===== src/pdf_pkg.sv =====
`default_nettype none

package pdf_pkg;

    localparam int unsigned CACHE_ENTRIES_DEF = 16;
    localparam int unsigned KEY_W             = 32;
    localparam int unsigned TIME_W            = 32;
    localparam logic [TIME_W-1:0] LIFETIME_RESET = 32'd30000;

    typedef struct packed {
        logic [KEY_W-1:0]  key;
        logic [TIME_W-1:0] now;
    } query_t;

    typedef struct packed {
        logic              valid;
        logic [KEY_W-1:0]  key;
        logic [TIME_W-1:0] tstamp;
    } entry_t;

endpackage

`default_nettype wire


===== src/pdf_cell.sv =====
`default_nettype none

module pdf_cell
    import pdf_pkg::*;
(
    input  wire logic              clk,
    input  wire logic              rst_n,
    input  wire logic              shift_en,
    input  wire logic [TIME_W-1:0] lifetime,
    input  wire query_t            query,
    input  wire entry_t            prev_entry,
    output entry_t                 entry,
    output logic                   match
);

    logic              valid_reg;
    logic              valid_next;
    logic [KEY_W-1:0]  key_reg;
    logic [KEY_W-1:0]  key_next;
    logic [TIME_W-1:0] tstamp_reg;
    logic [TIME_W-1:0] tstamp_next;
    logic [TIME_W-1:0] age;

    always_comb
    begin
        valid_next  = valid_reg;
        key_next    = key_reg;
        tstamp_next = tstamp_reg;
        if (shift_en)
        begin
            valid_next  = prev_entry.valid;
            key_next    = prev_entry.key;
            tstamp_next = prev_entry.tstamp;
        end
    end

    always_ff @(posedge clk or negedge rst_n)
    begin
        if (!rst_n)
        begin
            valid_reg <= 1'b0;
        end
        else
        begin
            valid_reg <= valid_next;
        end
    end

    always_ff @(posedge clk)
    begin
        key_reg    <= key_next;
        tstamp_reg <= tstamp_next;
    end

    // wrapping age of the stored entry
    assign age   = query.now - tstamp_reg;
    assign match = valid_reg && (key_reg == query.key) && (age <= lifetime);

    assign entry.valid  = valid_reg;
    assign entry.key    = key_reg;
    assign entry.tstamp = tstamp_reg;

endmodule

`default_nettype wire


===== src/packet_dedup_filter.sv =====
`default_nettype none

// channel  | signals                               | accepted when
// ---------+---------------------------------------+--------------------------
// in       | in_valid, in_stall, sender, seq,      | in_valid && !in_stall
//          | packet_type, now_ms                   |
// out      | out_valid, out_stall, duplicate       | out_valid && !out_stall
// cfg      | cfg_write, cfg_data                   | cfg_write
//
// one request at a time: the accepted key is registered, then compared against
// every cell of the chain and shifted in on a miss
// the result sits in an output register, so a new request is taken while it waits
// a request is held while the output register is full and stalled
// reset clears the valid bit of every cell and sets the lifetime to 30000 ms
// the chain itself keeps insertion order: the oldest entry drops off the end

module packet_dedup_filter
    import pdf_pkg::*;
#(
    parameter int unsigned CACHE_ENTRIES = CACHE_ENTRIES_DEF
)
(
    input  wire logic        clk,
    input  wire logic        rst_n,
    input  wire logic        in_valid,
    output logic             in_stall,
    input  wire logic [15:0] sender,
    input  wire logic [7:0]  seq,
    input  wire logic [7:0]  packet_type,
    input  wire logic [31:0] now_ms,
    output logic             out_valid,
    input  wire logic        out_stall,
    output logic             duplicate,
    input  wire logic        cfg_write,
    input  wire logic [31:0] cfg_data
);

    logic [TIME_W-1:0]      lifetime_reg;
    logic [TIME_W-1:0]      lifetime_next;
    logic                   query_valid_reg;
    logic                   query_valid_next;
    query_t                 query_reg;
    query_t                 query_next;
    logic                   out_valid_reg;
    logic                   out_valid_next;
    logic                   dup_reg;
    logic                   dup_next;
    logic                   in_fire;
    logic                   done;
    logic                   hit;
    logic                   shift_en;
    logic [CACHE_ENTRIES-1:0] match_vec;
    entry_t                 chain [CACHE_ENTRIES+1];

    assign in_fire = in_valid && !in_stall;
    assign done    = query_valid_reg && (!out_valid_reg || !out_stall);
    assign hit     = |match_vec;
    assign shift_en = done && !hit;

    assign chain[0].valid  = 1'b1;
    assign chain[0].key    = query_reg.key;
    assign chain[0].tstamp = query_reg.now;

    for (genvar i = 0; i < CACHE_ENTRIES; i++)
    begin : g_cell
        pdf_cell u_cell (
            .clk        (clk),
            .rst_n      (rst_n),
            .shift_en   (shift_en),
            .lifetime   (lifetime_reg),
            .query      (query_reg),
            .prev_entry (chain[i]),
            .entry      (chain[i+1]),
            .match      (match_vec[i])
        );
    end

    always_comb
    begin
        lifetime_next    = lifetime_reg;
        query_valid_next = query_valid_reg;
        query_next       = query_reg;
        out_valid_next   = out_valid_reg;
        dup_next         = dup_reg;
        if (cfg_write)
        begin
            lifetime_next = cfg_data;
        end
        if (in_fire)
        begin
            query_valid_next = 1'b1;
            query_next.key   = {sender, seq, packet_type};
            query_next.now   = now_ms;
        end
        else if (done)
        begin
            query_valid_next = 1'b0;
        end
        if (done)
        begin
            out_valid_next = 1'b1;
            dup_next       = hit;
        end
        else if (!out_stall)
        begin
            out_valid_next = 1'b0;
        end
    end

    always_ff @(posedge clk or negedge rst_n)
    begin
        if (!rst_n)
        begin
            lifetime_reg    <= LIFETIME_RESET;
            query_valid_reg <= 1'b0;
            out_valid_reg   <= 1'b0;
        end
        else
        begin
            lifetime_reg    <= lifetime_next;
            query_valid_reg <= query_valid_next;
            out_valid_reg   <= out_valid_next;
        end
    end

    always_ff @(posedge clk)
    begin
        query_reg <= query_next;
        dup_reg   <= dup_next;
    end

    assign in_stall  = query_valid_reg;
    assign out_valid = out_valid_reg;
    assign duplicate = dup_reg;

    a_accept_loads: assert property (@(posedge clk) disable iff (!rst_n)
        in_fire |=> query_valid_reg)
        else $error("accepted request not held");

    a_miss_inserts: assert property (@(posedge clk) disable iff (!rst_n)
        shift_en |=> chain[1].valid && chain[1].key == $past(query_reg.key)
                     && chain[1].tstamp == $past(query_reg.now))
        else $error("missed key not inserted at the chain head");

    a_hit_keeps: assert property (@(posedge clk) disable iff (!rst_n)
        done && hit |=> $stable(chain[1].key) && $stable(chain[1].tstamp))
        else $error("duplicate request changed the cache");

    a_done_result: assert property (@(posedge clk) disable iff (!rst_n)
        done |=> out_valid_reg && !query_valid_reg && dup_reg == $past(hit))
        else $error("finished request gave no result");

    a_full_stays: assert property (@(posedge clk) disable iff (!rst_n)
        chain[CACHE_ENTRIES].valid |=> chain[CACHE_ENTRIES].valid)
        else $error("last cell lost its entry");

endmodule

`default_nettype wire

===== config.mk =====
export PLATFORM = sky130hd
export DESIGN_NAME = packet_dedup_filter
export DESIGN_NICKNAME = d
export VERILOG_FILES = /design/src/pdf_pkg.sv /design/src/pdf_cell.sv /design/src/packet_dedup_filter.sv
export SDC_FILE = /design/constraint.sdc
export NUM_CORES = 2
export LEC_CHECK = 0
export BUFFER_PORTS_ARGS = -buffer_cell sky130_fd_sc_hd__buf_2
export CAP_MARGIN = 20
export CELL_PAD_IN_SITES_DETAIL_PLACEMENT = 1
export CELL_PAD_IN_SITES_GLOBAL_PLACEMENT = 1
export CORE_MARGIN = 2
export CORE_UTILIZATION = 55
export DETAILED_ROUTE_END_ITERATION = 10
export MAX_ROUTING_LAYER = met4
export PLACE_DENSITY = 0.95
export SLEW_MARGIN = 5
export SYNTH_ARGS = -nofsm -noshare
export SYNTH_HDL_FRONTEND = slang
export SYNTH_HIERARCHICAL = 1
export SYNTH_SLANG_ARGS = --single-unit
export TNS_END_PERCENT = 30

===== constraint.sdc =====
create_clock -name clk -period 167.7 [get_ports clk]
set_input_delay 16.77 -clock clk [delete_from_list [all_inputs] [get_ports clk]]
set_output_delay 16.77 -clock clk [all_outputs]
set_load 0.01 [all_outputs]

==> flow_summary.json, run 1 <==
{
  "post_cts_resized": 0,
  "cts_root_buf": "clkbuf_16",
  "htreeDepth": 4,
  "cts_buffers": 131,
  "syn_avg_cell_area_um2": 10.3,
  "die_w_um": 393,
  "netlist_area_um2": 83300,
  "grt_start_max_net_pins": 97,
  "clock_path_buffers": 3,
  "synthCells": 8107,
  "num_rows": 142,
  "grt.total_usage": 0.530,
  "ctsHoldBuffers": 0,
  "haltStage": "5_1_grt",
  "die_h_um": 393,
  "syn_nets": 9232,
  "dp_hpwl_mm": 235,
  "status": "aborted with a tool error",
  "portBuffers": 103,
  "firstError": "[ERROR GRT-0232] Routing congestion too high. Check the congestion heatmap in the GUI.",
  "io_pins": 104,
  "cts_setup_buffers": 0,
  "floorplan.initialDensity": 0.555,
  "yosys_warnings": 6,
  "cts.sinks": 1139,
  "pre_cts_slack_ns": 145.49,
  "gp_congestion": 0.978,
  "grt.overflow.total": 42
}
-- stage by stage --
step / cells / area (um2)
CTS: 10443 / 90800
global placement: 10202 / 86400
detailed placement: 10202 / 86400
floorplan: 8107 / 83300
-- per-layer routing --
layer  global-route usage  GRT overflow
met2                0.772            18
met5                    -             -
met4                0.437            21
met3                0.278             2
met1                0.525             1
==> run 2: changes to the inputs <==
- CELL_PAD_IN_SITES_DETAIL_PLACEMENT: 1 -> unset
- CELL_PAD_IN_SITES_GLOBAL_PLACEMENT: 1 -> unset
- CORE_UTILIZATION: 55 -> 40
- MAX_ROUTING_LAYER: met4 -> unset
- PLACE_DENSITY: 0.95 -> unset
- PLACE_DENSITY_LB_ADDON: unset -> 0.15
==> flow_summary.json, run 2 <==
{
  "synthCells": 8107,
  "clk_latency_ns": 0.83,
  "area_growth_pct": 10.5,
  "dp_hpwl_mm": 202,
  "critPathKind": "in -> reg",
  "path_delay_family": "buffers and inverters",
  "pre_cts_slack_ns": 147.08,
  "cts_setup_buffers": 0,
  "cp.buffers_inverters": 4,
  "io_pins": 104,
  "combPwrFrac": 0.567,
  "slowest_stage": "buf_4",
  "clkTransAtPathRegs_ns": 0.06,
  "p_per_area_nw_per_um2": 21.0,
  "gp_congestion": 0.925,
  "drtIter0Drc": 3930,
  "fin_tns_setup_ns": 0,
  "end_kind": "register",
  "drc": 0,
  "swShare": 0.445,
  "post_cts_resized": 0,
  "cap_violations": 0,
  "fin_skew_ns": 0.0474,
  "layout_commonest_cell": "inv_1",
  "seqPwrFrac": 0.276,
  "first_pass_iters": 6,
  "syn_avg_cell_area_um2": 10.3,
  "fp.dieArea_um2": 212000,
  "grt_start_max_net_pins": 185,
  "wl_per_cell_um": 22.7,
  "hold_violations": 0,
  "ant_nets": 0,
  "p_clk_frac": 0.157,
  "timing.final.crit_period_ns": 19.80,
  "die_h_um": 460,
  "detail_route.vias_per_cell": 5.49,
  "status": "completed",
  "setup_viol": 0,
  "rsz0062_at_grt": "false",
  "hp-class": "reg -> reg",
  "p_leak_nw": 38.7,
  "switching_power_mw": 0.860,
  "slew_headroom": 0.260,
  "floorplan.initialDensity": 0.402,
  "total_power_mw": 1.93,
  "layout_common_cells": "1,118 x inv_1, 1,089 x edfxtp_1, 1,008 x ha_1",
  "grt.overflow.total": 0,
  "n_fill_cell": 19603,
  "min_period_over_period": 0.118,
  "vias": 61652,
  "fin_util": 0.444,
  "internal_power_mw": 1.07,
  "antenna_found_initial": 6,
  "netlist_area_um2": 83300,
  "yosys_warnings": 6,
  "path_max_fanout": 156,
  "num_rows": 167,
  "drv_slew": 0,
  "clock_path_buffers": 3,
  "fin_nets": 9454,
  "critical_path.max_stage_delay_ns": 0.84,
  "syn_nets": 9232,
  "htreeDepth": 4,
  "fin_ws_ns": 147.90,
  "cts.sinks": 1139,
  "coreArea_um2": 207000,
  "ctsHoldBuffers": 0,
  "cts_buffers": 140,
  "grt_pass1_wl_mm": 377,
  "drive_gt1_frac": 0.0808,
  "grt_pass1_vias": 63392,
  "ir_worst_vdd_mv": 0.0252,
  "cts_tree": "done",
  "crit_path_start_kind": "input pin",
  "grt.total_usage": 0.237,
  "crit_arrival_ns": 20.21,
  "wl_mm": 255,
  "crit_chain": "buf_2 > nand2_1 > nand2_1 > nor2_4 > buf_12 > buf_4 > buf_4",
  "dp.cells": 10975,
  "worst_slew_pin_slew_ns": 1.10,
  "finalNonFillerCells": 11231,
  "portBuffers": 103,
  "cts_root_buf": "clkbuf_16",
  "fmax_mhz": 50.5,
  "die_w_um": 460,
  "required_ns": 168.12
}
==> run 2: worst paths after layout <==
kind                                             startpoint                               end  slack (ns)  cells after the start
min in group asynchronous                             rst_n                          in_stall       16.05                      1
setup reg to reg                                chain[1041]  g_cell[14].u_cell/tstamp_reg[26]      157.37                     21
max in group asynchronous                             rst_n                  lifetime_reg[25]      150.86                      1
hold / removal             g_cell[11].u_cell/tstamp_reg[15]  g_cell[12].u_cell/tstamp_reg[15]        0.43                      0
hold reg to reg            g_cell[11].u_cell/tstamp_reg[15]  g_cell[12].u_cell/tstamp_reg[15]        0.43                      0
setup / recovery                                  out_stall  g_cell[14].u_cell/tstamp_reg[26]      147.90                      7
==> run 2: power by group through the flow <==
stage	Combinational (mW)	Sequential, mW	Clock (mW)
2_1_floorplan	0.801	0.693	0
3_3_place_gp	1.07	0.538	0
3_5_place_dp	1.09	0.541	0
6_report	1.09	0.534	0.303
4_1_cts	1.10	0.535	0.311
5_1_grt	1.22	0.548	0.321
==> run 2: layout make-up <==
cell class / count / area, um2 / share of cell area
Antenna cell: 1 / 2.50 / 0.0000272
Clock inverter: 79 / 836 / 0.00909
Inverter: 1118 / 4200 / 0.0456
Multi-Input combinational cell: 5712 / 44400 / 0.482
Tap cell: 2788 / 3490 / 0.0379
Timing Repair Buffer: 218 / 1430 / 0.0155
Clock buffer: 176 / 3710 / 0.0403
Sequential cell: 1139 / 34000 / 0.369
==> run 2: per-layer routing <==
metal / share of wire / global-route usage
met5: 0 / 0
met4: 0.043 / 0.0991
met3: 0.030 / 0.0231
met2: 0.51 / 0.432
met1: 0.42 / 0.282
==> run 2: per-stage QoR <==
stage          hold slack [ns]  cell area [um2]
3_5_place_dp             0.432            87400
2_1_floorplan            0.426            83300
4_1_cts                  0.434            92000
6_report                 0.434            92000
3_3_place_gp             0.431            87400
5_1_grt                  0.443            92000
(Power assumes the default switching activity.)
